File: src/assert_macros.svh
// Assertion helpers used by the switch gesture decoder.
`ifndef ASSERT_MACROS_SVH
`define ASSERT_MACROS_SVH

// A property that is checked at every rising edge outside reset.
`define SGD_ASSERT(lbl, clk, rst, prop) \
  lbl: assert property (@(posedge clk) disable iff (rst) prop) \
    else $error("switch gesture decoder check failed");

// An antecedent that implies a consequent in the following cycle.
`define SGD_ASSERT_NEXT(lbl, clk, rst, ante, cons) \
  lbl: assert property (@(posedge clk) disable iff (rst) (ante) |=> (cons)) \
    else $error("switch gesture decoder check failed");

`endif

File: src/sgd_pkg.sv
package sgd_pkg;

  // Gesture modes of the decoder.
  typedef enum logic [2:0] {
    MODE_IDLE  = 3'd0,
    MODE_HOLD  = 3'd1,
    MODE_HELD  = 3'd2,
    MODE_WAIT  = 3'd3,
    MODE_DBL   = 3'd4,
    MODE_AFTER = 3'd5
  } mode_t;

  // Blind commands.
  typedef enum logic [2:0] {
    CMD_NONE      = 3'd0,
    CMD_OPEN      = 3'd1,
    CMD_CLOSE     = 3'd2,
    CMD_STOP      = 3'd3,
    CMD_OPEN_ALL  = 3'd4,
    CMD_CLOSE_ALL = 3'd5,
    CMD_STOP_ALL  = 3'd6
  } cmd_t;

  // Register indexes on the configuration port.
  typedef enum logic [2:0] {
    REG_SWAP      = 3'd0,
    REG_UP_LEVEL  = 3'd1,
    REG_DN_LEVEL  = 3'd2,
    REG_HOLD      = 3'd3,
    REG_CLICK     = 3'd4,
    REG_TIMEOUT   = 3'd5,
    REG_CHANNEL   = 3'd6
  } reg_idx_t;

  // Configuration as seen by the decoder core.
  typedef struct packed {
    logic        switch_swap;
    logic        up_active_level;
    logic        down_active_level;
    logic [9:0]  hold_ticks;
    logic [9:0]  click_ticks;
    logic [15:0] timeout_ticks;
    logic [3:0]  channel_number;
  } cfg_t;

  // Pressed state of a role: dir 1 is the up role, 0 the down role.
  function automatic logic role_pressed(input logic dir, input cfg_t cfg,
                                        input logic up, input logic down);
    logic up_on;
    logic down_on;
    up_on   = (up == cfg.up_active_level);
    down_on = (down == cfg.down_active_level);
    if (cfg.switch_swap) begin
      return dir ? down_on : up_on;
    end
    return dir ? up_on : down_on;
  endfunction

endpackage

File: src/switch_gesture_decoder.sv
// Switch gesture decoder.
// Each input transaction on the s_ channel is one polling tick carrying the
// raw up and down switch levels; each tick yields exactly one result
// transaction on the m_ channel with the command, the target channel and a
// busy flag. Registers are to be written over the APB port only while the
// block is idle; the block does not enforce this. A result is presented in
// the cycle after its tick is accepted. Throughput: one tick per cycle while
// the receiver takes results; the whole gesture step is a single pass of
// logic from the state registers into the result register. When the
// receiver stalls, the result register holds its transaction and s_tready
// stays high only if that register is being emptied in the same cycle, so
// no result is lost or repeated. Reset is synchronous: the gesture state
// returns to idle with the up switch checked first, the registers return to
// their defaults and no result is pending.
`include "assert_macros.svh"

module switch_gesture_decoder
  import sgd_pkg::*;
#(
  parameter int COUNT_BITS = 16
) (
  input  logic        clk,
  input  logic        rst,
  // s_tdata: [0] up_level, [1] down_level, [7:2] zero
  input  logic        s_tvalid,
  output logic        s_tready,
  input  logic [7:0]  s_tdata,
  // m_tdata: [2:0] command, [6:3] target_channel, [7] busy_res
  output logic        m_tvalid,
  input  logic        m_tready,
  output logic [7:0]  m_tdata,
  input  logic        psel,
  input  logic        penable,
  input  logic        pwrite,
  input  logic [4:0]  paddr,
  input  logic [31:0] pwdata,
  output logic [31:0] prdata,
  output logic        pready
);

  cfg_t  cfg;
  cmd_t  cmd;
  logic  busy;
  mode_t mode;
  logic  accept;

  assign s_tready = !m_tvalid || m_tready;
  assign accept   = s_tvalid && s_tready;

  sgd_regs u_regs (
    .clk     (clk),
    .rst     (rst),
    .psel    (psel),
    .penable (penable),
    .pwrite  (pwrite),
    .paddr   (paddr),
    .pwdata  (pwdata),
    .prdata  (prdata),
    .pready  (pready),
    .cfg     (cfg)
  );

  sgd_core #(
    .COUNT_BITS (COUNT_BITS)
  ) u_core (
    .clk        (clk),
    .rst        (rst),
    .step       (accept),
    .up_level   (s_tdata[0]),
    .down_level (s_tdata[1]),
    .cfg        (cfg),
    .cmd        (cmd),
    .busy       (busy),
    .mode       (mode)
  );

  // Result register.
  always_ff @(posedge clk) begin
    if (rst) begin
      m_tvalid <= 1'b0;
    end else if (accept) begin
      m_tvalid <= 1'b1;
    end else if (m_tready) begin
      m_tvalid <= 1'b0;
    end
  end

  always_ff @(posedge clk) begin
    if (accept) begin
      m_tdata <= {busy, cfg.channel_number, cmd};
    end
  end

  // An accepted tick always leaves a result pending.
  `SGD_ASSERT_NEXT(a_result_pending, clk, rst, accept, m_tvalid)

  // The busy flag of a fresh result matches the stored gesture mode.
  `SGD_ASSERT_NEXT(a_busy_mode, clk, rst, accept, m_tdata[7] == (mode != MODE_IDLE))

  // Open and close only start a gesture, which then waits out the hold time.
  `SGD_ASSERT_NEXT(a_press_starts_hold, clk, rst,
                   accept && (cmd == CMD_OPEN || cmd == CMD_CLOSE),
                   mode == MODE_HOLD)

  // A gesture can only start from idle.
  `SGD_ASSERT(a_start_from_idle, clk, rst,
              (cmd == CMD_OPEN || cmd == CMD_CLOSE) |-> mode == MODE_IDLE)

endmodule

File: src/sgd_regs.sv
module sgd_regs
  import sgd_pkg::*;
(
  input  logic        clk,
  input  logic        rst,
  input  logic        psel,
  input  logic        penable,
  input  logic        pwrite,
  input  logic [4:0]  paddr,
  input  logic [31:0] pwdata,
  output logic [31:0] prdata,
  output logic        pready,
  output cfg_t        cfg
);

  cfg_t     regs;
  reg_idx_t idx;
  logic     wr;

  assign pready = 1'b1;
  assign idx    = reg_idx_t'(paddr[4:2]);
  assign wr     = psel && penable && pwrite && pready;
  assign cfg    = regs;

  // Register writes; addresses beyond the list are ignored.
  always_ff @(posedge clk) begin
    if (rst) begin
      regs.switch_swap       <= 1'b0;
      regs.up_active_level   <= 1'b0;
      regs.down_active_level <= 1'b0;
      regs.hold_ticks        <= 10'd10;
      regs.click_ticks       <= 10'd5;
      regs.timeout_ticks     <= 16'd600;
      regs.channel_number    <= 4'd0;
    end else if (wr) begin
      unique case (idx)
        REG_SWAP:     regs.switch_swap       <= pwdata[0];
        REG_UP_LEVEL: regs.up_active_level   <= pwdata[0];
        REG_DN_LEVEL: regs.down_active_level <= pwdata[0];
        REG_HOLD:     regs.hold_ticks        <= pwdata[9:0];
        REG_CLICK:    regs.click_ticks       <= pwdata[9:0];
        REG_TIMEOUT:  regs.timeout_ticks     <= pwdata[15:0];
        REG_CHANNEL:  regs.channel_number    <= pwdata[3:0];
        default: ;
      endcase
    end
  end

  // Read back.
  always_comb begin
    prdata = 32'd0;
    unique case (idx)
      REG_SWAP:     prdata = {31'd0, regs.switch_swap};
      REG_UP_LEVEL: prdata = {31'd0, regs.up_active_level};
      REG_DN_LEVEL: prdata = {31'd0, regs.down_active_level};
      REG_HOLD:     prdata = {22'd0, regs.hold_ticks};
      REG_CLICK:    prdata = {22'd0, regs.click_ticks};
      REG_TIMEOUT:  prdata = {16'd0, regs.timeout_ticks};
      REG_CHANNEL:  prdata = {28'd0, regs.channel_number};
      default:      prdata = 32'd0;
    endcase
  end

endmodule

File: src/sgd_core.sv
module sgd_core
  import sgd_pkg::*;
#(
  parameter int COUNT_BITS = 16
) (
  input  logic  clk,
  input  logic  rst,
  input  logic  step,
  input  logic  up_level,
  input  logic  down_level,
  input  cfg_t  cfg,
  output cmd_t  cmd,
  output logic  busy,
  output mode_t mode
);

  localparam int CMP_W = (COUNT_BITS > 16) ? COUNT_BITS : 16;

  logic                  phase, phase_next;
  logic                  dbl, dbl_next;
  logic                  dir, dir_next;
  logic [COUNT_BITS-1:0] count, count_next;
  mode_t                 mode_next;

  logic                  pr_dir, pr_oth, pr_phase;
  logic [COUNT_BITS-1:0] inc, w_cnt, w_inc;
  logic                  w_dbl;
  logic [CMP_W-1:0]      hold_len;

  // Pressed states for the gesture's own role, the other role and the idle check.
  assign pr_dir   = role_pressed(dir, cfg, up_level, down_level);
  assign pr_oth   = role_pressed(!dir, cfg, up_level, down_level);
  assign pr_phase = role_pressed(phase, cfg, up_level, down_level);

  // Saturating increments of the current count and of the count the wait starts from.
  assign inc      = (&count) ? count : count + 1'b1;
  assign w_cnt    = (mode == MODE_WAIT) ? count : '0;
  assign w_dbl    = (mode == MODE_HOLD) ? 1'b0 : dbl;
  assign w_inc    = (&w_cnt) ? w_cnt : w_cnt + 1'b1;
  assign hold_len = (cfg.hold_ticks == '0) ? CMP_W'(1) : CMP_W'(cfg.hold_ticks);

  // Next state and command for one tick.
  always_comb begin
    logic go_wait;
    mode_next  = mode;
    phase_next = phase;
    count_next = count;
    dbl_next   = dbl;
    dir_next   = dir;
    cmd        = CMD_NONE;
    go_wait    = 1'b0;

    unique case (mode)
      MODE_IDLE: begin
        phase_next = !phase;
        if (pr_phase) begin
          dir_next   = phase;
          mode_next  = MODE_HOLD;
          count_next = '0;
          dbl_next   = 1'b0;
          cmd        = phase ? CMD_OPEN : CMD_CLOSE;
        end
      end
      MODE_HOLD: begin
        count_next = inc;
        if (CMP_W'(inc) >= hold_len) begin
          if (pr_dir) begin
            mode_next = MODE_HELD;
          end else begin
            go_wait = 1'b1;
          end
        end
      end
      MODE_HELD: begin
        if (!pr_dir) begin
          mode_next = MODE_IDLE;
          cmd       = CMD_STOP;
        end
      end
      MODE_WAIT: begin
        go_wait = 1'b1;
      end
      MODE_DBL, MODE_AFTER: begin
        count_next = inc;
        if (CMP_W'(inc) >= hold_len) begin
          if (mode == MODE_DBL) begin
            go_wait = 1'b1;
          end else begin
            mode_next = MODE_IDLE;
          end
        end
      end
      default: begin
        mode_next = MODE_IDLE;
      end
    endcase

    // One tick of waiting for another press.
    if (go_wait) begin
      priority if (pr_dir) begin
        count_next = '0;
        if (w_dbl || CMP_W'(w_cnt) >= CMP_W'(cfg.click_ticks)) begin
          mode_next = MODE_AFTER;
          dbl_next  = w_dbl;
          cmd       = w_dbl ? CMD_STOP_ALL : CMD_STOP;
        end else begin
          mode_next = MODE_DBL;
          dbl_next  = 1'b1;
          cmd       = dir ? CMD_OPEN_ALL : CMD_CLOSE_ALL;
        end
      end else if (pr_oth) begin
        count_next = '0;
        mode_next  = MODE_AFTER;
        dbl_next   = w_dbl;
        cmd        = w_dbl ? CMD_STOP_ALL : CMD_STOP;
      end else begin
        count_next = w_inc;
        dbl_next   = w_dbl;
        mode_next  = (CMP_W'(w_inc) >= CMP_W'(cfg.timeout_ticks)) ? MODE_IDLE : MODE_WAIT;
      end
    end

    // A finished gesture hands the next idle check to the other switch.
    if (mode_next == MODE_IDLE && cmd != CMD_NONE && cmd != CMD_OPEN && cmd != CMD_CLOSE) begin
      phase_next = !dir_next;
    end
  end

  assign busy = (mode_next != MODE_IDLE);

  // State registers, advanced once per accepted tick.
  always_ff @(posedge clk) begin
    if (rst) begin
      mode  <= MODE_IDLE;
      phase <= 1'b1;
      count <= '0;
      dbl   <= 1'b0;
      dir   <= 1'b0;
    end else if (step) begin
      mode  <= mode_next;
      phase <= phase_next;
      count <= count_next;
      dbl   <= dbl_next;
      dir   <= dir_next;
    end
  end

endmodule

File: config.mk
export PLATFORM = sky130hd
export DESIGN_NAME = switch_gesture_decoder
export DESIGN_NICKNAME = d
export VERILOG_FILES = /design/src/sgd_pkg.sv /design/src/switch_gesture_decoder.sv /design/src/sgd_regs.sv /design/src/sgd_core.sv
export VERILOG_INCLUDE_DIRS = /design/src /design/src/src
export SDC_FILE = /design/constraint.sdc
export NUM_CORES = 1
export LEC_CHECK = 0
export ABC_CLOCK_PERIOD_IN_PS = 5100
export BUFFER_PORTS_ARGS = -buffer_cell sky130_fd_sc_hd__buf_4
export CAP_MARGIN = 20
export CORE_UTILIZATION = 40
export CTS_CLUSTER_SIZE = 20
export DETAILED_ROUTE_END_ITERATION = 12
export SETUP_SLACK_MARGIN = 0.4
export SYNTH_ARGS = -nofsm -noshare
export SYNTH_HDL_FRONTEND = slang
export SYNTH_HIERARCHICAL = 1
export SYNTH_SLANG_ARGS = --single-unit
File: constraint.sdc
create_clock -name clk -period 5.1 [get_ports clk]
set_input_delay 0.51 -clock clk [delete_from_list [all_inputs] [get_ports clk]]
set_output_delay 0.51 -clock clk [all_outputs]
set_load 0.05 [all_outputs]
* Word level (Yosys, flattened, before mapping)
Index checks and enable logic that the tools add are counted.
** Storage, ports and cells
- Flip-flop bits (word level) :: 74
- Output and inout bits :: 43
- Input bits :: 52
- Logic and storage cells :: 131
** Cells by class
- Add/sub/neg operators :: 2
- Equal/unequal tests :: 16
- $lt $le $gt $ge :: 3
- Multiplexer cells :: 60
- Reductions and logical operators :: 36
** Operator list (count)
- $mux W16 :: 7
- $pmux W16 S7 :: 1
- $mux W3 :: 15
- $add A16 B1 Y16 const B :: 2
- $ge A16 B16 Y1 :: 2
- $pmux W16 S2 :: 1
- $reduce_and A16 Y1 :: 2
- $mux W1 :: 29
- $ge A16 B10 Y1 :: 1
- $reduce_and A2 Y1 :: 8
- $eq A3 B3 Y1 const B :: 5
- $pmux W3 S5 :: 1
- $eq A3 B2 Y1 const B :: 4
- $logic_not A10 Y1 :: 1
- $mux W10 :: 1
- $logic_not A3 Y1 :: 3
- $reduce_bool A3 Y1 :: 3
- $reduce_bool A2 Y1 :: 4
- $eq A3 B1 Y1 const B :: 2
- $logic_and A1 B1 Y1 :: 6
- $mux W2 :: 3
- $ne A3 B1 Y1 const B :: 2
- $pmux W3 S2 :: 1
- $reduce_and A3 Y1 :: 2
- other kinds (7) :: 11

* Longest topological paths before layout
- Word-level depth :: 15
- Gate-level depth with buffers :: 22
- Gate-level depth less buffers :: 19

* Hierarchy
The synthesis kept the hierarchy.
** Modules (own cells, without submodules)
- sgd_core :: instances 1, area an instance 3158.0 µm², cells an instance 441, seq. area each 440.4 µm²
- sgd_regs :: instances 1, area an instance 2294.7 µm², cells an instance 246, seq. area each 860.8 µm²
- switch_gesture_decoder :: instances 1, area an instance 295.3 µm², cells an instance 13, seq. area each 260.2 µm²

* Worst setup path before layout
No wires, ideal clock.
- Path kind :: flip-flop to flip-flop
- Start :: register u_core.mode[0]
- End :: register m_tdata[7], data pin
- Path slack :: 1190 ps
- Arrival time :: 3644 ps
- Setup time :: 267 ps
- Data required time :: 4833 ps
- Period minus slack after synthesis :: 3910 ps
- Cell stages (with the launch flop) :: 20
- Buffers on the path :: 3
- Path through :: dfxtp_1 > clkbuf_1 > and3b_1 > clkbuf_1 > nand2_1 > inv_1 > ha_1 > nand3_1 > or4_1 > clkbuf_1 > or2_2 > mux2_2 > ha_1 > a21o_1 > a21oi_1 > o211ai_1 > a21o_1 > nand2_1 > a31oi_1 > nand3_1
** On the way
- Longest elaborated chain between the ends :: 10
- Elaborated cells between the ends (all ways) :: 31
- Classes of those cells :: add/sub (1); order compare (2); eq/ne (5); mux (18); reduce/logical (5)
** Ends and longest elaborated chain
- from (decl) :: RTL line sgd_core.sv:14 : output mode_t mode
- from (signal assigned) :: RTL line sgd_core.sv:140 : mode <= mode_next;
- $eq A3 B2 Y1 :: RTL line sgd_core.sv:37, sgd_core.sv:53
- $mux W16 :: RTL line sgd_core.sv:37 : assign w_cnt = (mode == MODE_WAIT) ? count : '0;
- $add A16 B1 Y16 / $reduce_and A16 Y1 (equally long branches) :: RTL line sgd_core.sv:39 : assign w_inc = (&w_cnt) ? w_cnt : w_cnt + 1'b1;
- $mux W16 :: RTL line sgd_core.sv:39
- $ge A16 B16 Y1 :: RTL line sgd_core.sv:119 : mode_next = (CMP_W'(w_inc) >= CMP_W'(cfg.timeout_ticks)) ? MODE_IDLE : MODE_WAIT;
- $mux W2 :: RTL line sgd_core.sv:119
- $mux W3 :: RTL line sgd_core.sv:111 : end else if (pr_oth) begin
- $mux W3 :: RTL line sgd_core.sv:100 : priority if (pr_dir) begin
- $mux W3 (*) :: RTL line sgd_core.sv:99 : if (go_wait) begin
- $reduce_bool A3 Y1 (*) :: RTL line sgd_core.sv:129 : assign busy = (mode_next != MODE_IDLE);
- named net busy :: RTL line switch_gesture_decoder.sv:43 : logic busy;
- to (signal assigned) :: RTL line switch_gesture_decoder.sv:90 : m_tdata <= {busy, cfg.channel_number, cmd};
- to (decl) :: RTL line switch_gesture_decoder.sv:31 : output logic [7:0] m_tdata,
Mark *: on every way through the listed nets, which the timed path passes. The rest lies on a longest branch.
A chain may end at the register's enable or synchronous reset.

* Final worst setup path
- Start :: register u_core.count[0]
- End :: register u_core.count[0]
** On the way
- Longest elaborated chain between the ends :: 7
- Elaborated cells between the ends (all ways) :: 18
- Classes of those cells :: add/sub (2); order compare (1); eq/ne (1); mux (10); reduce/logical (4)
** Ends and longest elaborated chain
- from (decl) :: RTL line sgd_core.sv:22 : logic [COUNT_BITS-1:0] count, count_next;
- from (signal assigned) :: RTL line sgd_core.sv:142 : count <= count_next;
- $add A16 B1 Y16 / $reduce_and A16 Y1 (equally long branches) :: RTL line sgd_core.sv:36 : assign inc = (&count) ? count : count + 1'b1;
- $mux W16 :: RTL line sgd_core.sv:36
- $ge A16 B16 Y1 :: RTL line sgd_core.sv:66, sgd_core.sv:85
- $mux W1 (on tied branches) :: RTL line sgd_core.sv:85, sgd_core.sv:66
- $pmux W1 S3 :: RTL line sgd_core.sv:53 : unique case (mode)
- $ne A3 B1 Y1 (no line) / $reduce_bool A3 Y1 (equally long branches)
- $reduce_and A3 Y1 (no line)
Parallel ways exist; a longest one is shown, timed or not.

==> results by group <==
Synthesis
  – Synth Area in XOR/XNOR: 3.35%
  – Seq cells post-synth: 74
  – Avg Cell Area, Syn: 8.21 um2
  – Ys Warns: 6
  – Post-synth EDFFs: 8
  – Unique cell type count in the Yosys netlist: 66
  – Largest family of logic cells by synthesized area: simple AND/OR/NAND/NOR gates
  – Main synth FF type: dfxtp_1
  – Synth area leader: dfxtp_1
  – Simple logic cell fraction of the synthesized area: 26.0%
  – Post-synth ARST share: 0%
  – Register area share after synthesis: 27.2%
  – Largest cells by area after synthesis: dfxtp_1 23%, mux2i_1 10%, ha_1 8.3%, nand2b_1 6.4%, edfxtp_1 4.2%
  – Yosys top cell area share: 23.0%
  – Mux cell area share after synthesis: 11.4%
  – Post-synthesis instance total: 700
  – Synth Area in Adders: 8.27%
  – Compound-Gate Fraction of Synth Area: 14.2%
  – Post-synth design cell area: 5750 um2

Timing
  – Fmax: 226 MHz
  – Relative slew slack: 27.1%
  – Worst Setup Slack, final: 0.674 ns
  – Final Cycle Share: 86.8%
  – Worst slew pin tran: 1.09 ns
  – Fin crit period: 4.43 ns
  – Final hold violations: 0
  – Setup_tns: 0 ns
  – Max Clock Skew: 0.00790 ns
  – Final slew viol count: 0
  – # setup viols final: 0
  – Unrepaired setup endpoints after global routing: yes
  – Hold_ws: 0.374 ns

Floorplan
  – CORE AREA: 13900 um2
  – Starting Density: 41.2%
  – Die Ht: 122 um
  – Io pins: 95
  – Die width: 122 um
  – Die ar.: 14900 um2
  – Rows: 43

Clock network
  – Cts hold-fix bufs: 0
  – TritonCTS clock tree: done
  – CTS clk-pin slew, worst paths: 0.06 ns
  – Max H-tree Level: 3
  – Clock Sinks: 74
  – Post-CTS Setup Inserts: 0
  – CTS resizes: 0
  – Root cell of the clock tree: clkbuf_16
  – Buffers from clock root to sink, at most: 2
  – Later-pin clock latency in the skew report: 0.36 ns
  – Number of CTS-inserted buffers: 9

GRT
  – First-pass GRT wire length: 23.9 mm
  – Pin count of the biggest net entering global routing: 75
  – Gr ovfl total: 0
  – GRT Overall Usage: 21.1%
  – Vias in the first global route: 4731
  – Antenna violations before repair: 0

Routing
  – Drt first pass iters: 5
  – Avg Vias per Cell: 5.46
  – Final wirelength: 14.9 mm
  – DRC viols: 0
  – Routed wire length per instance: 16.4 um
  – Drt initial violations: 340
  – Via count: 4961
  – Antenna Violating Nets Remaining: 0

Worst setup path
  – Worst reg-to-reg path cell count: 16
  – Arrival @ worst endpoint: 4.71 ns
  – Worst setup EP type: flip-flop
  – Cell family with most CP delay: simple AND/OR/NAND/NOR gates
  – Startpoint Class: flip-flop
  – Slowest cell on crit path: dfxtp_1
  – CP Class: reg2reg
  – CP most frequent cell: ha_1
  – Crit path depth: 16
  – Required @ worst endpoint: 5.38 ns
  – CP cell instances: ha_1 > nand3_1 > nor3_2 > nand2b_1 > nand2_1 > nor2_1 > or2_2 > ha_1 > a22o_1 > o41a_1 > nand4bb_1 > or2_1 > a211oi_4 > buf_4 > a32oi_1 > o211ai_1
  – Maximum fanout along the worst path: 13
  – Max incr delay on CP: 0.47 ns
  – Worst path bufs/invs: 1
  – Worst R2R Setup Slack: 0.67 ns

Hold path
  – Cell depth of the worst hold path: 2
  – HP Class: in2reg

Power
  – VDD IR max: 0.170 mV
  – Lkg Pwr: 2.89 nW
  – Pwr Density: 237 nW/um2

Run
  – Max Cap Violations: 0

Cells and area
  – Area Overhead vs Synth: 11.6%
  – Filler Cell Count: 1395
  – Layout cells sized above 1: 13.6%
  – Most common cell after layout, fill and taps aside: dfxtp_1
  – Antenna cell count: 0
  – Core Util, Final: 46.0%
  – Commonest cells after routing, fill and taps aside: 65 x dfxtp_1, 61 x buf_4, 60 x mux2i_1
  – Nets@finish: 813

Placed design
  – Pre-CTS WS: 0.594 ns
  – DP HPWL: 10.8 mm
  – Buffers on Ports: 53
  – Gpl congestion: 0.930

Outcome
  – Status: finished clean
==> Yosys cell counts (all sizes together) (10+ instances only) <==
| cell | instances |
|---|---|
| xor2 | 10 |
| nor3 | 11 |
| xnor2 | 12 |
| ha | 38 |
| nor2 | 49 |
| o21ai | 22 |
| a21o | 14 |
| dfxtp | 66 |
| clkbuf | 19 |
| nand3 | 30 |
| buf | 45 |
| a21oi | 15 |
| mux2i | 60 |
| inv | 43 |
| nand2b | 60 |
| nand4 | 15 |
| and3 | 13 |
| nand2 | 57 |
| a32oi | 12 |
| and2 | 11 |
==> per-layer routing <==
metal	routed length (um)	vias up	GRT usage, %
met3	800	24	5.57
met4	363	0	8.18
li1	-	2470	-
met5	0	-	0
met1	6930	2345	26.7
met2	6770	122	34.1
==> power by group <==
part	leakage, nW	internal, mW	switching (mW)	total, mW
registers	0.614	0.603	0.0122	0.616
clock network	0.149	0.393	0.271	0.664
logic	2.13	0.0782	0.163	0.242
total	2.89	1.07	0.447	1.52
==> flip-flops by register name, summed over array words and instances (netlist names) <==
name,flops
m_tdata,8
m_tvalid,1
u_core/count,16
u_core/dbl,1
u_core/dir,1
u_core/mode,3
u_core/phase,1
u_regs/cfg,43
==> cell type report <==
type / instances / area, um2 / area share [%]
multi-input cells: 534 / 3700 / 57.7
flip-flops and latches: 74 / 1560 / 24.4
repair buffers: 61 / 458 / 7.14
clock buffers: 10 / 239 / 3.72
well taps: 180 / 225 / 3.51
inverters: 43 / 161 / 2.52
clock inverters: 6 / 65.1 / 1.01
==> logic make-up (layout without fill, tap and decap cells) <==
group,count (synthesis),after routing
compound gates,112,112
xor+xnor,22,22
fa+ha+maj,38,38
buf+inv,107,120
flops,74,74
mux,65,65
other cells,2,17
simple gates,280,280
==> path summary, 6_finish.rpt <==
path / from / to
setup / recovery: u_core/count[0] / u_core/count[0]
hold / removal: pwdata[2] / u_regs/cfg[22]
setup reg to reg: u_core/count[0] / u_core/count[0]
hold reg to reg: u_regs/cfg[0] / m_tdata[3]
==> worst register-to-register path: cells and delay by family, from the launching register on <==
family / cells / cell delay [ns]
adder cells (fa/ha/maj): 2 / 0.57
flip-flops: 1 / 0.47
AO/OA/AOI/OAI: 5 / 1.20
buffers and inverters: 1 / 0.28
AND/OR/NAND/NOR: 8 / 1.85
==> stage by stage <==
step	cell area, um2	std cells	total power [mW]
after floorplan	5800	715	0.817
after global placement	6110	892	0.863
after detailed placement	6110	892	0.866
after CTS	6410	908	1.53
after global routing	6420	908	1.58
final	6420	908	1.52
Note: power is estimated with default switching activity, not from simulation.
